$ cat src/hw/rtl/lpfd_pkg.sv
// Shared types and constants for the length-prefixed frame deframer.
`timescale 1ns / 1ps
package lpfd_pkg;

	localparam int unsigned MAX_PAYLOAD_DEF = 65536;
	localparam int unsigned HDR_BYTES       = 16;
	localparam int unsigned LIMIT_W         = 17;
	localparam int unsigned CFG_DATA_W      = 17;

	localparam logic [LIMIT_W-1:0] PAYLOAD_LIMIT_RST    = 17'd65536;
	localparam logic [7:0]         EXPECTED_VERSION_RST = 8'd1;

	// Header magic "P4BU"
	localparam logic [7:0] MAGIC0 = 8'h50;
	localparam logic [7:0] MAGIC1 = 8'h34;
	localparam logic [7:0] MAGIC2 = 8'h42;
	localparam logic [7:0] MAGIC3 = 8'h55;

	typedef enum logic [0:0] {
		REG_PAYLOAD_LIMIT    = 1'b0,
		REG_EXPECTED_VERSION = 1'b1
	} cfg_reg_t;

	typedef enum logic [1:0] {
		EV_PAYLOAD  = 2'd0,
		EV_EMPTY    = 2'd1,
		EV_BAD_HDR  = 2'd2,
		EV_OVERSIZE = 2'd3
	} event_t;

	typedef struct packed {
		logic        bad;
		logic [7:0]  kind;
		logic [31:0] seq;
		logic [31:0] len;
	} hdr_info_t;

	typedef struct packed {
		event_t      ev;
		logic [7:0]  kind;
		logic [31:0] seq;
		logic [31:0] len;
		logic [15:0] offset;
		logic [7:0]  data;
		logic        last;
	} res_t;

endpackage

$ cat src/hw/rtl/lpfd_hdr_collect.sv
// Header byte shift line and header field decode.
`timescale 1ns / 1ps
module lpfd_hdr_collect
	import lpfd_pkg::*;
(
	input  logic            clk,
	input  logic            shift_en,
	input  logic [7:0]      cur_byte,
	input  logic [7:0]      expected_version,
	output hdr_info_t       info
);

	// Holds header bytes 0..14; the current beat supplies byte 15.
	logic [7:0] hdr_q [HDR_BYTES-1];

	always_ff @(posedge clk) begin
		if (shift_en) begin
			for (int i = 0; i < HDR_BYTES - 2; i++) begin
				hdr_q[i] <= hdr_q[i+1];
			end
			hdr_q[HDR_BYTES-2] <= cur_byte;
		end
	end

	always_comb begin
		info.bad  = (hdr_q[0] != MAGIC0) || (hdr_q[1] != MAGIC1) ||
		            (hdr_q[2] != MAGIC2) || (hdr_q[3] != MAGIC3) ||
		            (hdr_q[4] != expected_version);
		info.kind = hdr_q[5];
		info.seq  = {hdr_q[11], hdr_q[10], hdr_q[9], hdr_q[8]};
		info.len  = {cur_byte, hdr_q[14], hdr_q[13], hdr_q[12]};
	end

endmodule

$ cat src/hw/rtl/lpfd_frame_ctrl.sv
// Frame state: header count, payload tracking and result formation.
`timescale 1ns / 1ps
module lpfd_frame_ctrl
	import lpfd_pkg::*;
#(
	parameter int unsigned MAX_PAYLOAD = MAX_PAYLOAD_DEF
) (
	input  logic               clk,
	input  logic               arst_n,
	input  logic               step,
	input  logic [7:0]         cur_byte,
	input  logic [LIMIT_W-1:0] payload_limit,
	input  hdr_info_t          info,
	output logic               shift_en,
	output logic               res_valid,
	output res_t               res
);

	localparam int unsigned LW    = $clog2(MAX_PAYLOAD + 1);
	localparam logic [31:0] MAX_W = 32'(MAX_PAYLOAD);
	localparam logic [3:0]  HLAST = 4'(HDR_BYTES - 1);

	logic [3:0]    hcnt_q;
	logic          in_payload_q;
	logic [LW-1:0] len_held_q;
	logic [LW-1:0] count_q;
	logic [7:0]    kind_held_q;
	logic [31:0]   seq_held_q;

	logic [LW:0]   cnt_inc;
	logic          fin;
	logic [31:0]   cnt32;
	logic [31:0]   lim32;
	logic          hdr_done;
	logic          oversize;
	logic          empty;

	always_comb begin
		cnt_inc  = {1'b0, count_q} + (LW+1)'(1);
		fin      = cnt_inc >= {1'b0, len_held_q};
		cnt32    = 32'(count_q);
		lim32    = (32'(payload_limit) > MAX_W) ? MAX_W : 32'(payload_limit);
		hdr_done = !in_payload_q && (hcnt_q == HLAST);
		oversize = info.len > lim32;
		empty    = info.len == 32'd0;
		shift_en = step && !in_payload_q;

		res_valid  = in_payload_q || hdr_done;
		res.ev     = EV_PAYLOAD;
		res.kind   = kind_held_q;
		res.seq    = seq_held_q;
		res.len    = 32'(len_held_q);
		res.offset = cnt32[15:0];
		res.data   = cur_byte;
		res.last   = fin;
		if (!in_payload_q) begin
			res.offset = '0;
			res.data   = '0;
			res.last   = 1'b1;
			res.kind   = info.kind;
			res.seq    = info.seq;
			res.len    = info.len;
			if (info.bad) begin
				res.ev   = EV_BAD_HDR;
				res.kind = '0;
				res.seq  = '0;
				res.len  = '0;
			end else if (oversize) begin
				res.ev = EV_OVERSIZE;
			end else if (empty) begin
				res.ev = EV_EMPTY;
			end else begin
				res_valid = 1'b0;
			end
		end
	end

	always_ff @(posedge clk or negedge arst_n) begin
		if (!arst_n) begin
			hcnt_q       <= '0;
			in_payload_q <= 1'b0;
			len_held_q   <= '0;
			count_q      <= '0;
			kind_held_q  <= '0;
			seq_held_q   <= '0;
		end else if (step) begin
			if (in_payload_q) begin
				if (fin) begin
					in_payload_q <= 1'b0;
					len_held_q   <= '0;
					count_q      <= '0;
					kind_held_q  <= '0;
					seq_held_q   <= '0;
				end else begin
					count_q <= cnt_inc[LW-1:0];
				end
			end else if (!hdr_done) begin
				hcnt_q <= hcnt_q + 4'd1;
			end else begin
				hcnt_q <= '0;
				if (!info.bad && !oversize && !empty) begin
					// len <= limit <= MAX_PAYLOAD, so it fits the held width
					in_payload_q <= 1'b1;
					len_held_q   <= info.len[LW-1:0];
					count_q      <= '0;
					kind_held_q  <= info.kind;
					seq_held_q   <= info.seq;
				end
			end
		end
	end

	a_hcnt_idle_in_payload: assert property (@(posedge clk) disable iff (!arst_n)
		in_payload_q |-> hcnt_q == 4'd0)
		else $error("header count moved during payload");

	a_count_in_range: assert property (@(posedge clk) disable iff (!arst_n)
		in_payload_q |-> (count_q < len_held_q))
		else $error("payload count reached frame length");

	a_last_ends_frame: assert property (@(posedge clk) disable iff (!arst_n)
		(step && res_valid && res.last) |=> !in_payload_q)
		else $error("frame end did not return to header collection");

	a_payload_only_in_frame: assert property (@(posedge clk) disable iff (!arst_n)
		(res_valid && res.ev == EV_PAYLOAD) |-> in_payload_q)
		else $error("payload beat outside a frame");

endmodule

$ cat src/hw/rtl/length_prefixed_frame_deframer_top.sv
// Top level of the length-prefixed frame deframer.
//
//  Channel | Direction | Handshake            | Payload
//  --------+-----------+----------------------+------------------------------------------
//  in      | sink      | in_valid / in_ready  | rx_byte
//  out     | source    | out_valid / out_ready| event_res, frame_kind, frame_seq,
//          |           |                      | frame_len, byte_offset, data_byte, last
//  cfg     | sink      | cfg_we               | cfg_idx, cfg_wdata
//
// One byte per cycle, sustained while out_ready does not hold the output. A beat is registered in
// the input register, and its result, if any, is then registered in the output register.
// Header check and length compare sit between those two registers.
// Reset clears all control state and loads payload_limit = 65536, expected_version = 1.
// out_ready low holds the output register; the input register still takes a beat
// while the output register is empty or draining.
`timescale 1ns / 1ps
module length_prefixed_frame_deframer_top
	import lpfd_pkg::*;
#(
	parameter int unsigned MAX_PAYLOAD = MAX_PAYLOAD_DEF
) (
	input  logic                  clk,
	input  logic                  arst_n,
	input  logic                  in_valid,
	output logic                  in_ready,
	input  logic [7:0]            rx_byte,
	output logic                  out_valid,
	input  logic                  out_ready,
	output logic [1:0]            event_res,
	output logic [7:0]            frame_kind,
	output logic [31:0]           frame_seq,
	output logic [31:0]           frame_len,
	output logic [15:0]           byte_offset,
	output logic [7:0]            data_byte,
	output logic                  last,
	input  logic                  cfg_we,
	input  logic [0:0]            cfg_idx,
	input  logic [CFG_DATA_W-1:0] cfg_wdata
);

	logic [LIMIT_W-1:0] payload_limit_q;
	logic [7:0]         expected_version_q;

	logic       v_s1;
	logic [7:0] byte_s1;
	logic       v_s2;
	res_t       res_s2;

	logic       s2_free;
	logic       step;
	logic       shift_en;
	logic       res_valid;
	res_t       res;
	hdr_info_t  info;

	always_ff @(posedge clk or negedge arst_n) begin
		if (!arst_n) begin
			payload_limit_q    <= PAYLOAD_LIMIT_RST;
			expected_version_q <= EXPECTED_VERSION_RST;
		end else if (cfg_we) begin
			case (cfg_reg_t'(cfg_idx))
				REG_PAYLOAD_LIMIT:    payload_limit_q    <= cfg_wdata[LIMIT_W-1:0];
				REG_EXPECTED_VERSION: expected_version_q <= cfg_wdata[7:0];
				default: ;
			endcase
		end
	end

	assign s2_free  = !v_s2 || out_ready;
	assign in_ready = !v_s1 || s2_free;
	assign step     = v_s1 && s2_free;

	always_ff @(posedge clk or negedge arst_n) begin
		if (!arst_n) begin
			v_s1 <= 1'b0;
			v_s2 <= 1'b0;
		end else begin
			if (in_ready) begin
				v_s1 <= in_valid;
			end
			if (s2_free) begin
				v_s2 <= step && res_valid;
			end
		end
	end

	always_ff @(posedge clk) begin
		if (in_ready) begin
			byte_s1 <= rx_byte;
		end
		if (s2_free) begin
			res_s2 <= res;
		end
	end

	lpfd_hdr_collect u_hdr (
		.clk              (clk),
		.shift_en         (shift_en),
		.cur_byte         (byte_s1),
		.expected_version (expected_version_q),
		.info             (info)
	);

	lpfd_frame_ctrl #(
		.MAX_PAYLOAD (MAX_PAYLOAD)
	) u_ctrl (
		.clk           (clk),
		.arst_n        (arst_n),
		.step          (step),
		.cur_byte      (byte_s1),
		.payload_limit (payload_limit_q),
		.info          (info),
		.shift_en      (shift_en),
		.res_valid     (res_valid),
		.res           (res)
	);

	assign out_valid   = v_s2;
	assign event_res   = res_s2.ev;
	assign frame_kind  = res_s2.kind;
	assign frame_seq   = res_s2.seq;
	assign frame_len   = res_s2.len;
	assign byte_offset = res_s2.offset;
	assign data_byte   = res_s2.data;
	assign last        = res_s2.last;

endmodule
$ cat config.mk
export PLATFORM = sky130hd
export DESIGN_NAME = length_prefixed_frame_deframer_top
export DESIGN_NICKNAME = d
export VERILOG_FILES = /design/src/hw/rtl/lpfd_pkg.sv /design/src/hw/rtl/lpfd_hdr_collect.sv /design/src/hw/rtl/lpfd_frame_ctrl.sv /design/src/hw/rtl/length_prefixed_frame_deframer_top.sv
export SDC_FILE = /design/constraint.sdc
export NUM_CORES = 1
export LEC_CHECK = 0
export ABC_AREA = 0
export BUFFER_PORTS_ARGS = -buffer_cell sky130_fd_sc_hd__buf_2
export CAP_MARGIN = 20
export CELL_PAD_IN_SITES_DETAIL_PLACEMENT = 1
export CELL_PAD_IN_SITES_GLOBAL_PLACEMENT = 1
export CORE_MARGIN = 8
export CORE_UTILIZATION = 25
export DETAILED_ROUTE_END_ITERATION = 10
export PLACE_DENSITY = 0.44
export REMOVE_ABC_BUFFERS = 1
export SYNTH_ARGS = -nofsm -noshare
export SYNTH_HDL_FRONTEND = slang
export SYNTH_SLANG_ARGS = --single-unit
$ cat constraint.sdc
create_clock -name clk -period 23.3 [get_ports clk]
set_clock_uncertainty 0.15 [all_clocks]
set_input_delay 3.495 -clock clk [delete_from_list [all_inputs] [get_ports clk]]
set_output_delay 3.495 -clock clk [all_outputs]
set_load 0.01 [all_outputs]
* Yosys cells after proc, flatten, opt, wreduce, memory -nomap -nowiden
Memory sizes are Yosys's and may differ from the RTL's.
Cells that the tools add are included.
** Word-level totals
- Memories kept :: 1
- Output and inout bits :: 101
- Logic and storage cells :: 96
- Flip-flop bits (word level) :: 213
- Bits in writable memories :: 120
** Operators by class
- Mux-type cells :: 33
- Order comparisons :: 3
- $add $sub $neg :: 2
- Equal/unequal tests :: 7
- Bitwise logic cells :: 2
- Reductions and logical operators :: 28
** Memories
- u_hdr.hdr_q :: words 15, bits a word 8, rd ports 15, clocked after memory_dff 0, wr ports 15, line lpfd_hdr_collect.sv:14 : logic [7:0] hdr_q [HDR_BYTES-1];
** Operators by type and width (number)
- $mux W17 :: 9
- $mux W32 :: 4
- $mux W97 :: 1
- $mux W72 :: 1
- $gt A32 B32 Y1 :: 1
- $logic_not A32 Y1 :: 1
- $mux W8 :: 4
- $ne A8 B7 Y1 const B :: 3
- $add A17 B1 Y18 const B :: 1
- $ge A18 B17 Y1 :: 1
- $gt A17 B17 Y1 const B :: 1
- $mux W1 :: 11
- $ne A8 B6 Y1 const B :: 1
- $ne A8 B8 Y1 :: 1
- $logic_or A1 B1 Y1 :: 7
- $logic_and A1 B1 Y1 :: 6
- $logic_not A1 Y1 :: 6
- $reduce_and A2 Y1 :: 3
- $add A4 B1 Y4 const B :: 1
- $eq A4 B4 Y1 const B :: 1
- $mux W2 :: 2
- $mux W4 :: 1
- $reduce_and A4 Y1 :: 1
- $reduce_bool A2 Y1 :: 2
- other kinds (4) :: 5

* Depth between registers and ports, before layout
Gate-level depths: netlist of run 1.
An unclocked memory read counts as a cell.
- Word-level depth :: 12
- Mapped depth :: 17
- Depth with buffers taken out :: 15

* Modules after synthesis
From an unflattened synthesis of run 1, not the netlist that was laid out.
** Second synthesis, totals
- Cell total of the unflattened synthesis :: 982
- Area total of the unflattened synthesis :: 13818.3 sq um
** By module, submodules not included
- lpfd_frame_ctrl :: sequential area each 1976.9 sq um, cells an instance 655, area an instance 5606.6 sq um, instances 1
- length_prefixed_frame_deframer_top :: sequential area each 3891.2 sq um, cells an instance 170, area an instance 4285.4 sq um, instances 1
- lpfd_hdr_collect :: sequential area each 3603.5 sq um, cells an instance 157, area an instance 3926.3 sq um, instances 1

* Least setup slack after synthesis of run 1
No wires, ideal clock.
- Kind :: input-to-reg
- Start :: input port out_ready
- End :: register u_ctrl.hcnt_q[2]
- Stages on the path :: 6
- Required time :: 23.048 ns
- Arrival time :: 12.320 ns
- Library setup time :: 0.102 ns
- Path slack :: 10.728 ns
- Cell sequence :: nand2b_1 nand2_1 clkbuf_1 nor2_1 nand2_1 xnor2_1
** On the way
- Cells in the longest elaborated chain, start to end :: 3
** RTL lines
- start: declaration :: line length_prefixed_frame_deframer_top.sv:28 : input logic out_ready,
- $logic_or A1 B1 Y1 :: line length_prefixed_frame_deframer_top.sv:69 : assign s2_free = !v_s2 || out_ready;
- $logic_and A1 B1 Y1 :: line length_prefixed_frame_deframer_top.sv:71 : assign step = v_s1 && s2_free;
- $reduce_and A2 Y1 (no source line)
- end signal: assignment :: line lpfd_frame_ctrl.sv:98 : hcnt_q <= hcnt_q + 4'd1;
- end: declaration :: line lpfd_frame_ctrl.sv:23 : logic [3:0] hcnt_q;
Every way passes these cells.
A chain may end at the register's enable or synchronous reset.

* Final worst setup path of run 1
- Start :: input port out_ready
- End :: output port in_ready
** On the way
- Cells in the longest elaborated chain, start to end :: 2
** RTL lines
- $logic_or A1 B1 Y1 :: line length_prefixed_frame_deframer_top.sv:69
- $logic_or A1 B1 Y1 :: line length_prefixed_frame_deframer_top.sv:70 : assign in_ready = !v_s1 || s2_free;
- end: declaration :: line length_prefixed_frame_deframer_top.sv:25 : output logic in_ready,
Every way passes these cells.

==> flow_summary.rst, run 1 <==
.. list-table::
   :header-rows: 1

   * - Metric
     - Value
   * - Run status
     - finished clean
   * - Pin count of the biggest net entering global routing
     - approximately 100
   * - WL/cell
     - between 15 and 20 um
   * - Number of sinks handled by clock tree synthesis
     - between 300 and 400
   * - Switching fraction of total power
     - 0.2655
   * - Highest fanout seen on the critical path
     - 10
   * - Worst Reg2Reg Path Length in Cells
     - 14
   * - DRT antenna net count
     - 0
   * - Post-Layout Inst Area
     - 0.01690 mm2
   * - Worst reg2reg path startpoint
     - u_ctrl.count_q[0]
   * - Total global routing overflow
     - 0
   * - Reg2reg setup slack
     - between 15 and 20 ns
   * - Vias in the first global route
     - between 9000 and 10000
   * - Required arrival time at the worst endpoint
     - around 20 ns
   * - Number of synthesized register bits
     - roughly 330
   * - Post-synthesis cell type count
     - 56
   * - Count of standard-cell rows
     - 87
   * - Final Max Tran Viols
     - 0
   * - Antenna violations before repair
     - 3
   * - Post-synthesis cell count
     - approximately 1000
   * - Final setup fails
     - 0
   * - Area of the placeable core
     - between 0.05 and 0.06 mm2
   * - Kind of end point of the critical path
     - primary output
   * - Fmax
     - 126.0 MHz
   * - Setup TNS
     - 0 ns
   * - Transition time at the pin with the least slew margin
     - between 0.9 and 1 ns
   * - Number of violations reported at the end of detailed-routing iteration 0
     - around 500
   * - Post-synth EDFFs
     - 227
   * - Kind of critical path
     - primary input to primary output
   * - Pwr per Cell Area
     - around 90 mW/mm2
   * - Cell count after placement
     - ~1900
   * - Port Buffers
     - ~130
   * - Average footprint of a synthesized cell
     - around 14 um2
   * - Pre-CTS worst setup slack
     - roughly 15 ns
   * - FF-to-FF End
     - u_ctrl.seq_held_q[12]
   * - Main flop type after synthesis
     - sky130_fd_sc_hd__edfxtp_1
   * - Cell depth of the worst hold path
     - 0
   * - Die Footprint
     - about 0.064 mm2
   * - Die W
     - approximately 250 um
   * - Switching pwr
     - a little over 400 uW
   * - Clock power frac
     - 0.397
   * - Ys async rst share
     - 0.3183
   * - Weighted congestion reported at the end of routability-driven placement
     - 0.7199
   * - Hold path startpoint
     - u_hdr.hdr_q[0][49]
   * - Final nets
     - approximately 1200
   * - Drt total wl
     - 38.65 mm
   * - Via density per instance
     - around 4.5
   * - Share of power burned in combinational logic
     - 0.106
   * - Cell Area, Synth
     - ~0.014 mm2
   * - Final critical-path share of the clock period
     - 0.3406
   * - Final Hold Viols
     - 0
   * - Critical Path Start
     - out_ready
   * - Placed Area
     - between 0.015 and 0.02 mm2
   * - Routed via count
     - 8884
   * - Hold buffers post-CTS
     - 0
   * - Unrepaired setup endpoints after global routing
     - no
   * - Post-synthesis to final-layout area growth
     - 19.72%
   * - First-pass GRT wire length
     - just over 60 mm
   * - Count of synthesis-stage warnings from yosys
     - 0
   * - Internal
     - 1.128 mW
   * - Seq/Total Area, Yosys
     - 0.6710
   * - Final critical-path setup slack
     - around 15 ns
   * - Detailed Routing Iterations Pass 1
     - 4
   * - Max Buffers Root-to-Sink
     - 3
   * - Slew headroom
     - 0.3466
   * - VDD IR max
     - about 0.043 mV
   * - Number of instances resized during post-cts repair
     - 0
   * - Fin crit period
     - between 7 and 8 ns
   * - Number of setup buffers added after CTS
     - 0
   * - Cts bufs inserted
     - 40
   * - H-Tree Level Count
     - 2
   * - Leakage power of the design
     - between 6 and 7 nW
   * - Seq pwr share
     - 0.498
   * - CTS tree
     - built
   * - Data arrival at the endpoint of the critical path
     - 4.29 ns
   * - Hold Path Sink
     - u_hdr.hdr_q[0][41]
   * - Count of max-cap constraint violations
     - 0
   * - Placed wire-length estimate
     - approximately 25 mm
   * - Number of antenna repair diodes
     - 0
   * - Ports
     - 132
   * - Cell at the root of the clock tree
     - sky130_fd_sc_hd__clkbuf_16
   * - Overall track demand over capacity in global routing
     - 0.1211
   * - Startpoint type of the worst setup path
     - primary input
   * - Share of post-route cells with drive strength above 1
     - 0.2037
   * - Worst-Skew Late Latency
     - roughly 0.56 ns
   * - Initial core utilization
     - 0.2518
   * - Height of the chip
     - approximately 250 um
   * - Drc violations
     - 0
   * - Clock-pin slew on the worst setup and hold paths
     - 0.06 ns
   * - Non-filler cells, final
     - approximately 2000
   * - Classification of the worst-slack hold path
     - register to register
## flip-flops by register name, summed over array words and instances (netlist names), 2 cells and up
name                flops
u_ctrl.hcnt_q           4
u_ctrl.count_q         17
byte_offset            16
u_ctrl.seq_held_q      32
u_hdr.hdr_q           120
payload_limit_q        17
expected_version_q      8
data_byte               8
u_ctrl.len_held_q      17
frame_kind              8
frame_seq              32
byte_s1                 8
event_res               2
u_ctrl.kind_held_q      8
frame_len              32
## power by group through the flow
stage | Sequential [mW] | Combinational, mW | Clock, mW
detailed placement | 0.778 | 0.168 | 0
global route | 0.775 | 0.183 | 0.653
global placement | 0.777 | 0.166 | 0
CTS | 0.768 | 0.169 | 0.636
finish | 0.765 | 0.162 | 0.609
floorplan | 0.789 | 0.0754 | 0
## worst max-delay path by stage
stage / slack, ns / to / cells after the start
finish: 15.36 / in_ready / 3
global route: 15.27 / in_ready / 3
CTS: 15.33 / in_ready / 3
detailed placement: 15.33 / in_ready / 3
global placement: 15.38 / in_ready / 3
floorplan: 10.34 / u_ctrl.hcnt_q[2] / 5
## area by class of cell
type / count / area (um2)
multi-input combinational: 623 / 4330
tap: 756 / 945.9
inverter: 24 / 90.09
clock inverter: 17 / 162.7
timing repair buffer: 145 / 793.3
fill: 6025 / 39160
sequential: 333 / 9475
clock buffer: 56 / 1101
## routing by layer
metal | share of wire | track usage
met5 | 0.0010 | 0
met4 | 0.026 | 0.04069
met3 | 0.053 | 0.03200
met2 | 0.45 | 0.1899
met1 | 0.47 | 0.1614
## synth_stat cells (11+ instances only)
cell	n	area [um2]
sky130_fd_sc_hd__edfxtp_1	227	6817
sky130_fd_sc_hd__dfrtp_1	104	2603
sky130_fd_sc_hd__nand2_1	91	341.6
sky130_fd_sc_hd__o21ai_0	71	355.3
sky130_fd_sc_hd__nand2b_1	60	375.4
sky130_fd_sc_hd__a221o_1	57	570.6
sky130_fd_sc_hd__clkbuf_1	47	176.4
sky130_fd_sc_hd__and2_1	41	256.5
sky130_fd_sc_hd__nor3b_1	41	307.8
sky130_fd_sc_hd__ha_1	36	450.4
sky130_fd_sc_hd__mux2_2	29	326.6
sky130_fd_sc_hd__nor3_1	24	120.1
sky130_fd_sc_hd__inv_1	23	86.33
sky130_fd_sc_hd__nor2_1	23	86.33
sky130_fd_sc_hd__xnor2_1	17	148.9
sky130_fd_sc_hd__a21oi_1	16	80.08
sky130_fd_sc_hd__nand4_1	16	100.1
sky130_fd_sc_hd__nor4_1	14	87.58
sky130_fd_sc_hd__a22o_1	13	113.9
sky130_fd_sc_hd__nand3_1	12	60.06
sky130_fd_sc_hd__buf_2	11	55.05
## metrics by stage
step	power (mW)	hold WS, ns	util
floorplan	0.8648	0.2503	-
global placement	0.9428	0.2537	0.2780
detailed placement	0.9462	0.2584	0.2783
CTS	1.572	0.2694	0.3009
global route	1.612	0.2753	0.3014
finish	1.536	0.2661	0.3014
## cells by family after synthesis
kind of cell | synth area share
compound gates | 0.09636
xor+xnor | 0.01489
fa+ha+maj | 0.03191
buf+inv | 0.02464
flops | 0.6710
mux | 0.02314
simple gates | 0.1380
## critical path, stage by stage
cell                       delay (ns)
sky130_fd_sc_hd__buf_2           0.10
sky130_fd_sc_hd__nand3b_1        0.41
sky130_fd_sc_hd__buf_2           0.28
## placed cells by master, fill, tap and decap left out, drive strengths merged, types with 25 or more instances in the layout
master / synthesis / layout
mux2: 29 / 29
ha: 36 / 36
and2: 41 / 41
nand2b: 60 / 60
nor3b: 41 / 41
o21ai: 72 / 72
dfrtp: 104 / 104
a221o: 57 / 57
clkbuf: 47 / 57
buf: 14 / 144
inv: 23 / 25
nand2: 91 / 91
edfxtp: 227 / 227
Power figures use the tool's default switching activity.
==> inputs of run 2 (changes only) <==
Settings changed: ABC_AREA 0 to 1, PLACE_DENSITY 0.44 to 0.47.
Clock period 23.3 ns to 6.7 ns, I/O delays scaled along.
==> flow_summary.rst, run 2 <==
.. list-table::
   :header-rows: 1

   * - Metric
     - Value
   * - Run status
     - finished clean
   * - Final setup fails
     - 0 (unchanged)
   * - Cell at the root of the clock tree
     - sky130_fd_sc_hd__clkbuf_16
   * - Placed wire-length estimate
     - 25.54 mm (+2.8%)
   * - Post-synthesis to final-layout area growth
     - 19.95%
   * - Count of synthesis-stage warnings from yosys
     - 0 (unchanged)
   * - Commonest cells after routing, fill and taps aside
     - sky130_fd_sc_hd__nand2_1 (360), sky130_fd_sc_hd__edfxtp_1 (227), sky130_fd_sc_hd__buf_2 (130)
   * - Filler cell count
     - 6284 (+4.3%)
   * - Classification of the worst-slack hold path
     - register to register
   * - Kind of critical path
     - register to register
   * - Vias in the first global route
     - 10180 (+4.6%)
   * - Share of post-route cells with drive strength above 1
     - 0.1564 (-0.04731)
   * - CTS tree
     - built
   * - Initial core utilization
     - 0.2506 (-0.001165)
   * - Non-filler cells, final
     - 2198 (+12%)
   * - Routed via count
     - 9453 (+6.4%)
   * - Number of setup buffers added after CTS
     - 0 (unchanged)
   * - Overall track demand over capacity in global routing
     - 0.1244 (+0.003240)
   * - Ports
     - 132 (unchanged)
   * - Data arrival at the endpoint of the critical path
     - 5.00 ns (+0.71 ns)
   * - Fmax
     - around 210 MHz
   * - Post-synthesis cell type count
     - 37 (-34%)
   * - Number of sinks handled by clock tree synthesis
     - 333 (unchanged)
   * - Startpoint type of the worst setup path
     - register
   * - Most numerous cell types in the synthesized netlist
     - sky130_fd_sc_hd__nand2_1 (361), sky130_fd_sc_hd__edfxtp_1 (227), sky130_fd_sc_hd__inv_1 (123), sky130_fd_sc_hd__dfrtp_1 (104), sky130_fd_sc_hd__o21ai_0 (83)
   * - Transition time at the pin with the least slew margin
     - 1.013 ns (+0.04212 ns)
   * - VDD IR max
     - 0.1671 mV (+290%)
   * - Port Buffers
     - 131 (unchanged)
   * - Via density per instance
     - 4.301 (-5.4%)
   * - Overall Power
     - 5.668 mW (+270%)
   * - Slew headroom
     - 0.3228 (-0.02375)
   * - Weighted congestion reported at the end of routability-driven placement
     - 0.7524 (+4.5%)
   * - Max Buffers Root-to-Sink
     - 3 (unchanged)
   * - Ys async rst share
     - 0.3183 (unchanged)
   * - H-Tree Level Count
     - 2 (unchanged)
   * - Flip-flop count of the largest register after layout
     - 120 (unchanged)
   * - Highest fanout seen on the critical path
     - 57 (+47)
   * - Most frequent standard cell in the layout excluding fill and tap cells
     - sky130_fd_sc_hd__nand2_1
   * - Number of instances resized during post-cts repair
     - 0 (unchanged)
   * - Required arrival time at the worst endpoint
     - 6.99 ns (-12.67 ns)
   * - Seq/Total Area, Yosys
     - 0.6755 (+0.004431)
   * - Cell Area, Synth
     - 0.01402 mm2 (-0.66%)
   * - WL/cell
     - 18.00 um (-9.0%)
   * - Leakage power of the design
     - 7.446 nW (+11%)
   * - Most used cell, CP
     - sky130_fd_sc_hd__nand2_1
   * - Count of standard-cell rows
     - 87 (unchanged)
   * - Average footprint of a synthesized cell
     - 10.97 um2 (-19%)
   * - Number of violations reported at the end of detailed-routing iteration 0
     - 518 (+3.4%)
   * - Pin count of the biggest net entering global routing
     - 124 (+27%)
   * - Most common cell in the synthesized netlist
     - sky130_fd_sc_hd__nand2_1
   * - DRT antenna net count
     - 0 (unchanged)
   * - Register containing the most flip-flops in the final layout
     - u_hdr.hdr_q
   * - Main flop type after synthesis
     - sky130_fd_sc_hd__edfxtp_1
   * - Final Hold Viols
     - 0 (unchanged)
   * - Fraction of post-synthesis cell area in the top cell type by area
     - 0.4861 (+0.003189)
   * - Worst-path cell chain
     - ha_1 > nand3_1 > nor3_2 > nand2_1 > nor2_1 > nand4_1 > nor2_1 > xor2_1 > inv_1 > ha_1 > nand2_1 > nor3_1 > a31oi_1 > nand2_1 > nand2_1 > nand2_4 > nand3_4 > nand2_1 > nand2_1
   * - Kind of end point of the critical path
     - register
   * - Biggest area contributors in the synthesized netlist
     - sky130_fd_sc_hd__edfxtp_1 (49%), sky130_fd_sc_hd__dfrtp_1 (19%), sky130_fd_sc_hd__nand2_1 (9.7%)
   * - Die W
     - 252.8 um (-0.31%)
   * - Worst-Skew Late Latency
     - 0.57 ns (about the same)
   * - Clock-pin slew on the worst setup and hold paths
     - 0.06 ns (about the same)
   * - Fin crit period
     - between 4 and 5 ns
   * - Drt total wl
     - 39.56 mm (+2.4%)
   * - Min Hold Slack
     - 0.2639 ns (-0.002141 ns)
   * - Die Footprint
     - 0.06392 mm2 (-0.61%)
   * - Height of the chip
     - 252.8 um (-0.31%)
   * - Post-synthesis cell count
     - 1278 (+23%)
   * - Antenna violations before repair
     - 7 (+4)
   * - Detailed Routing Iterations Pass 1
     - 4 (unchanged)
   * - Area of the placeable core
     - 0.05595 mm2 (-0.19%)
   * - Final Max Tran Viols
     - 0 (unchanged)
   * - First-pass GRT wire length
     - 61.60 mm (+1.8%)
   * - Cts bufs inserted
     - 41 (+2.5%)
   * - Hold buffers post-CTS
     - 0 (unchanged)
   * - Largest incremental delay on the critical path
     - 0.63 ns (+0.22 ns)
   * - Dominant cell type by area after synthesis
     - sky130_fd_sc_hd__edfxtp_1
   * - Cell count after placement
     - 2118 (+13%)
   * - Pwr per Cell Area
     - 337.0 mW/mm2 (+270%)
   * - Count of max-cap constraint violations
     - 0 (unchanged)
   * - Final critical-path share of the clock period
     - 0.7033
   * - Post-synth EDFFs
     - 227 (unchanged)
   * - Final nets
     - 1473 (+19%)
   * - Total global routing overflow
     - 0 (unchanged)
   * - Drc violations
     - 0 (unchanged)
   * - CP max stage cell
     - sky130_fd_sc_hd__nand3_4
   * - Unrepaired setup endpoints after global routing
     - no
   * - Number of synthesized register bits
     - 333 (unchanged)
-- run 2: changes by cell type in the layout (fill, tap and decap cells not counted), sizes merged, moves of 10 or more --
cell and change:
nand2b -60, inv +107, a22o -13, o21ai +19, and2 -41, a221o -57
nor2 +56, nand4 +55, xnor2 -10, nand3 +32, mux2 -21, nand2 +271
nor3b -40
-- run 2: cell type report --
class,count,area (um2),area share
inverters,130,490.5,0.02916
diodes,3,7.507,0.0004463
multi-input cells,760,3842,0.2284
flip-flops and latches,333,9473,0.5632
repair buffers,140,758.2,0.04508
well taps,756,945.9,0.05624
clock buffers,58,1131,0.06725
clock inverters,18,171.4,0.01019
-- run 2: logic make-up (layout without fill, tap and decap cells) --
family                     after synthesis  in the layout  share of synthesized area
muxes                                    8              8                   0.006425
adders and majority gates               36             36                    0.03212
xor gates and xnor gates                21             21                    0.01312
and+or+nand+nor                        581            581                     0.1781
buffers and inverters                  185            346                    0.05264
AOI/OAI and AO/OA                      114            114                    0.04212
other                                    0              3                          0
DFF                                    333            333                     0.6755
-- run 2: worst paths after layout --
kind                                         start               endpoint  slack [ns]  depth (start not counted)
worst max-delay path             u_ctrl.count_q[0]   u_ctrl.seq_held_q[3]        1.99                         19
worst min-delay path            u_hdr.hdr_q[0][63]     u_hdr.hdr_q[0][55]        0.26                          0
worst max register to register   u_ctrl.count_q[0]   u_ctrl.seq_held_q[3]        1.99                         19
min in group asynchronous                   arst_n      u_ctrl.count_q[0]        0.33                          1
max in group asynchronous                   arst_n  u_ctrl.seq_held_q[23]        4.66                          2
worst min register to register  u_hdr.hdr_q[0][63]     u_hdr.hdr_q[0][55]        0.26                          0
-- run 2: layer usage --
layer	GRT usage	part of all wire
met1	0.1618	0.46
met4	0.03830	0.023
met3	0.03150	0.048
met5	0	0.0014
met2	0.2023	0.47
-- run 2: stage by stage --
| stage | worst slack, ns | utilization | TNS [ns] | cell area, um2 |
|---|---|---|---|---|
| after floorplan | -2.978 | - | -354.57 | 13770 |
| after CTS | 1.833 | 0.3000 | 0 | 16780 |
| final | 1.988 | 0.3006 | 0 | 16820 |
| after global placement | 2.032 | 0.2767 | 0 | 15480 |
| after global routing | 1.433 | 0.3005 | 0 | 16810 |
| after detailed placement | 1.870 | 0.2767 | 0 | 15480 |
-- run 2: worst max-delay path: cells and delay by family (launching register included) --
kind,cells,cell delay (ns)
XOR/XNOR,1,0.21
AO/OA/AOI/OAI,1,0.11
flip-flops,1,0.46
AND/OR/NAND/NOR,14,3.02
buffers and inverters,1,0.07
adder cells (fa/ha/maj),2,0.51
-- run 2: power by group --
| part | leakage, nW | switching, mW | internal [mW] |
|---|---|---|---|
| registers | 3.78 | 0.190 | 2.58 |
| logic | 3.03 | 0.537 | 0.195 |
| clock network | 0.638 | 0.899 | 1.27 |
==> inputs of run 3 (changes only) <==
Settings changed: ABC_AREA 1 to 0, PLACE_DENSITY 0.47 to 0.46.
Clock period 6.7 ns to 4 ns, I/O delays scaled along.
==> flow_summary.rst, run 3 (synthesis results as in run 1) <==
.. list-table::
   :header-rows: 1

   * - Metric
     - Value
   * - Placed wire-length estimate
     - 25.39 mm (-0.57%)
   * - H-Tree Level Count
     - 2 (unchanged)
   * - Final Max Tran Viols
     - 0 (unchanged)
   * - Number of sinks handled by clock tree synthesis
     - 333 (unchanged)
   * - Routed via count
     - 8994 (-4.9%)
   * - Clock-pin slew on the worst setup and hold paths
     - 0.06 ns (about the same)
   * - Critical Path Start
     - payload_limit_q[11]
   * - Height of the chip
     - 253.6 um (+0.31%)
   * - Final nets
     - 1258 (-15%)
   * - Area of the placeable core
     - 0.05606 mm2 (+0.19%)
   * - Highest fanout seen on the critical path
     - 40 (-30%)
   * - Slew headroom
     - 0.3764 (+0.05354)
   * - Final Hold Viols
     - 0 (unchanged)
   * - Non-filler cells, final
     - 1980 (-9.9%)
   * - Fmax
     - 270.4 MHz (+27%)
   * - Vias in the first global route
     - 9887 (-2.9%)
   * - CP max stage cell
     - sky130_fd_sc_hd__or4_1
   * - Worst-path cell chain
     - nor4_2 > a41o_2 > nand2_1 > ha_1 > nand4_1 > or4_1 > o2111ai_1 > a21bo_2 > nor4_4 > buf_12 > a221o_1
   * - Classification of the worst-slack hold path
     - primary input to register
   * - Cell count after placement
     - 1903 (-10%)
   * - Count of max-cap constraint violations
     - 0 (unchanged)
   * - Cell at the root of the clock tree
     - sky130_fd_sc_hd__clkbuf_16
   * - DRT antenna net count
     - 0 (unchanged)
   * - Required arrival time at the worst endpoint
     - 4.29 ns (-2.70 ns)
   * - Startpoint type of the worst setup path
     - register
   * - Count of standard-cell rows
     - 87 (unchanged)
   * - Kind of end point of the critical path
     - register
   * - Overall track demand over capacity in global routing
     - 0.1242 (-0.0001995)
   * - Worst reg2reg path startpoint
     - payload_limit_q[11]
   * - Final critical-path share of the clock period
     - 0.9245 (+0.2212)
   * - Area occupied by multi-input gates
     - 0.004350 mm2 (+13%)
   * - Share of post-route cells with drive strength above 1
     - 0.2271 (+0.07077)
   * - Largest delay share family, worst path
     - compound AO/OA/AOI/OAI gates
   * - Core occupancy in the finished layout
     - 0.3079 (+0.007273)
   * - FF+latch area
     - 0.009475 mm2 (about the same)
   * - Weighted congestion reported at the end of routability-driven placement
     - 0.7454 (-0.93%)
   * - Register containing the most flip-flops in the final layout
     - u_hdr.hdr_q
   * - WL/cell
     - 19.98 um (+11%)
   * - Cell depth of the worst hold path
     - 1 (+1)
   * - Pin count of the biggest net entering global routing
     - 146 (+18%)
   * - Detailed Routing Iterations Pass 1
     - 4 (unchanged)
   * - Antenna violations before repair
     - 0 (-7)
   * - Reg2reg setup slack
     - 0.30 ns (-1.69 ns)
   * - CTS tree
     - built
   * - Number of violations reported at the end of detailed-routing iteration 0
     - 411 (-21%)
   * - Cts bufs inserted
     - 41 (unchanged)
   * - Final setup fails
     - 0 (unchanged)
   * - Total stage count of the critical path
     - 11 (-8)
   * - Leakage power of the design
     - 6.873 nW (-7.7%)
   * - Transition time at the pin with the least slew margin
     - 0.9269 ns (-0.08640 ns)
   * - FF-to-FF End
     - u_ctrl.kind_held_q[0]
   * - First-pass GRT wire length
     - 62.06 mm (+0.74%)
   * - Unrepaired setup endpoints after global routing
     - no
   * - Drc violations
     - 0 (unchanged)
   * - Most frequent standard cell in the layout excluding fill and tap cells
     - sky130_fd_sc_hd__edfxtp_1
   * - Number of antenna repair diodes
     - 0 (-3)
   * - Drt total wl
     - 39.56 mm (about the same)
   * - Worst Reg2Reg Path Length in Cells
     - 11 (-8)
   * - Ports
     - 132 (unchanged)
   * - Commonest cells after routing, fill and taps aside
     - sky130_fd_sc_hd__edfxtp_1 (227), sky130_fd_sc_hd__buf_2 (130), sky130_fd_sc_hd__dfrtp_1 (103)
   * - Run status
     - finished clean
   * - Buffers plus inverters on the worst setup path
     - 1 (unchanged)
   * - Worst-Skew Late Latency
     - 0.57 ns (about the same)
   * - Total global routing overflow
     - 0 (unchanged)
   * - Hold Path Sink
     - byte_s1[2]
   * - Die Footprint
     - 0.06432 mm2 (+0.62%)
   * - Via density per instance
     - 4.542 (+5.6%)
   * - Post-synthesis to final-layout area growth
     - 22.29%
   * - Max Buffers Root-to-Sink
     - 3 (unchanged)
   * - Flip-flop count of the largest register after layout
     - 120 (unchanged)
   * - Initial core utilization
     - 0.2518 (+0.001165)
   * - Port Buffers
     - 131 (unchanged)
   * - Data arrival at the endpoint of the critical path
     - 3.99 ns (-1.01 ns)
   * - Kind of critical path
     - register to register
   * - Largest incremental delay on the critical path
     - 0.51 ns (-0.12 ns)
   * - Pwr per Cell Area
     - 535.5 mW/mm2 (+59%)
   * - Fin crit period
     - 3.698 ns (-1.014 ns)
   * - Filler cell count
     - 6032 (-4.0%)
   * - Hold path startpoint
     - rx_byte[2]
   * - Die W
     - 253.6 um (+0.31%)
   * - VDD IR max
     - 0.2764 mV (+65%)
-- run 3: cell types whose count changed in the layout (fill, tap and decap cells not counted), moves of 31 or more --
cell and delta:
sky130_fd_sc_hd__nand3_1 -31, sky130_fd_sc_hd__nand4_1 -55, sky130_fd_sc_hd__inv_1 -100, sky130_fd_sc_hd__a221o_1 +57
sky130_fd_sc_hd__nand2b_1 +59, sky130_fd_sc_hd__nand2_1 -270, sky130_fd_sc_hd__and2_1 +41, sky130_fd_sc_hd__nor3b_1 +40
sky130_fd_sc_hd__nor2_1 -54
-- run 3: cell type report --
class / count / share of cell area
Multi-Input combinational cell: 623 / 0.2520
Tap cell: 756 / 0.05480
Timing Repair Buffer: 168 / 0.05872
Inverter: 24 / 0.005219
Clock inverter: 17 / 0.01102
Clock buffer: 59 / 0.06923
Sequential cell: 333 / 0.5490
-- run 3: worst max path at each step --
stage                             to  slack [ns]
2_1_floorplan       u_ctrl.hcnt_q[2]       -6.07
3_3_place_gp       u_ctrl.count_q[1]        0.17
3_5_place_dp   u_ctrl.seq_held_q[25]        0.09
4_1_cts        u_ctrl.seq_held_q[25]        0.08
5_1_grt        u_ctrl.seq_held_q[24]        0.02
6_report       u_ctrl.kind_held_q[0]        0.30
-- run 3: power by group --
part | internal (mW) | leakage [nW] | switching [mW]
clock | 2.29 | 0.686 | 1.52
combinational | 0.344 | 2.43 | 0.612
sequential | 4.18 | 3.76 | 0.293
total | 6.81 | 6.87 | 2.43
-- run 3: timing repair --
item	CTS	global route
hold endpoints to repair	46	0
resized for setup	0	7
hold buffers	1	0
endpoints found under the setup margin	0	67
setup buffers	0	0
-- run 3: per-layer routing --
metal | share of wire | GRT usage
met1 | 0.47 | 0.1665
met2 | 0.46 | 0.1984
met3 | 0.048 | 0.03006
met4 | 0.020 | 0.03530
met5 | 0 | 0
-- run 3: through the flow --
step                hold WS, ns  setup TNS, ns  setup WS (ns)  area, um2  total power [mW]
floorplan                0.1544        -935.25         -6.069      13860             5.037
global placement         0.2510              0         0.1667      15840             5.523
detailed placement       0.2552              0        0.08869      15840             5.545
CTS                     0.02300              0        0.07867      17230             9.433
global route            0.03558              0        0.01966      17260             9.696
finish                  0.06147              0         0.3020      17260             9.244
-- run 3: worst register-to-register path, stage by stage (launching register included) --
cell	delay (ns)
sky130_fd_sc_hd__dfrtp_1	0.40
sky130_fd_sc_hd__nor4_2	0.33
sky130_fd_sc_hd__a41o_2	0.35
sky130_fd_sc_hd__nand2_1	0.08
sky130_fd_sc_hd__ha_1	0.31
sky130_fd_sc_hd__nand4_1	0.12
sky130_fd_sc_hd__or4_1	0.51
sky130_fd_sc_hd__o2111ai_1	0.38
sky130_fd_sc_hd__a21bo_2	0.29
sky130_fd_sc_hd__nor4_4	0.08
sky130_fd_sc_hd__buf_12	0.22
sky130_fd_sc_hd__a221o_1	0.36
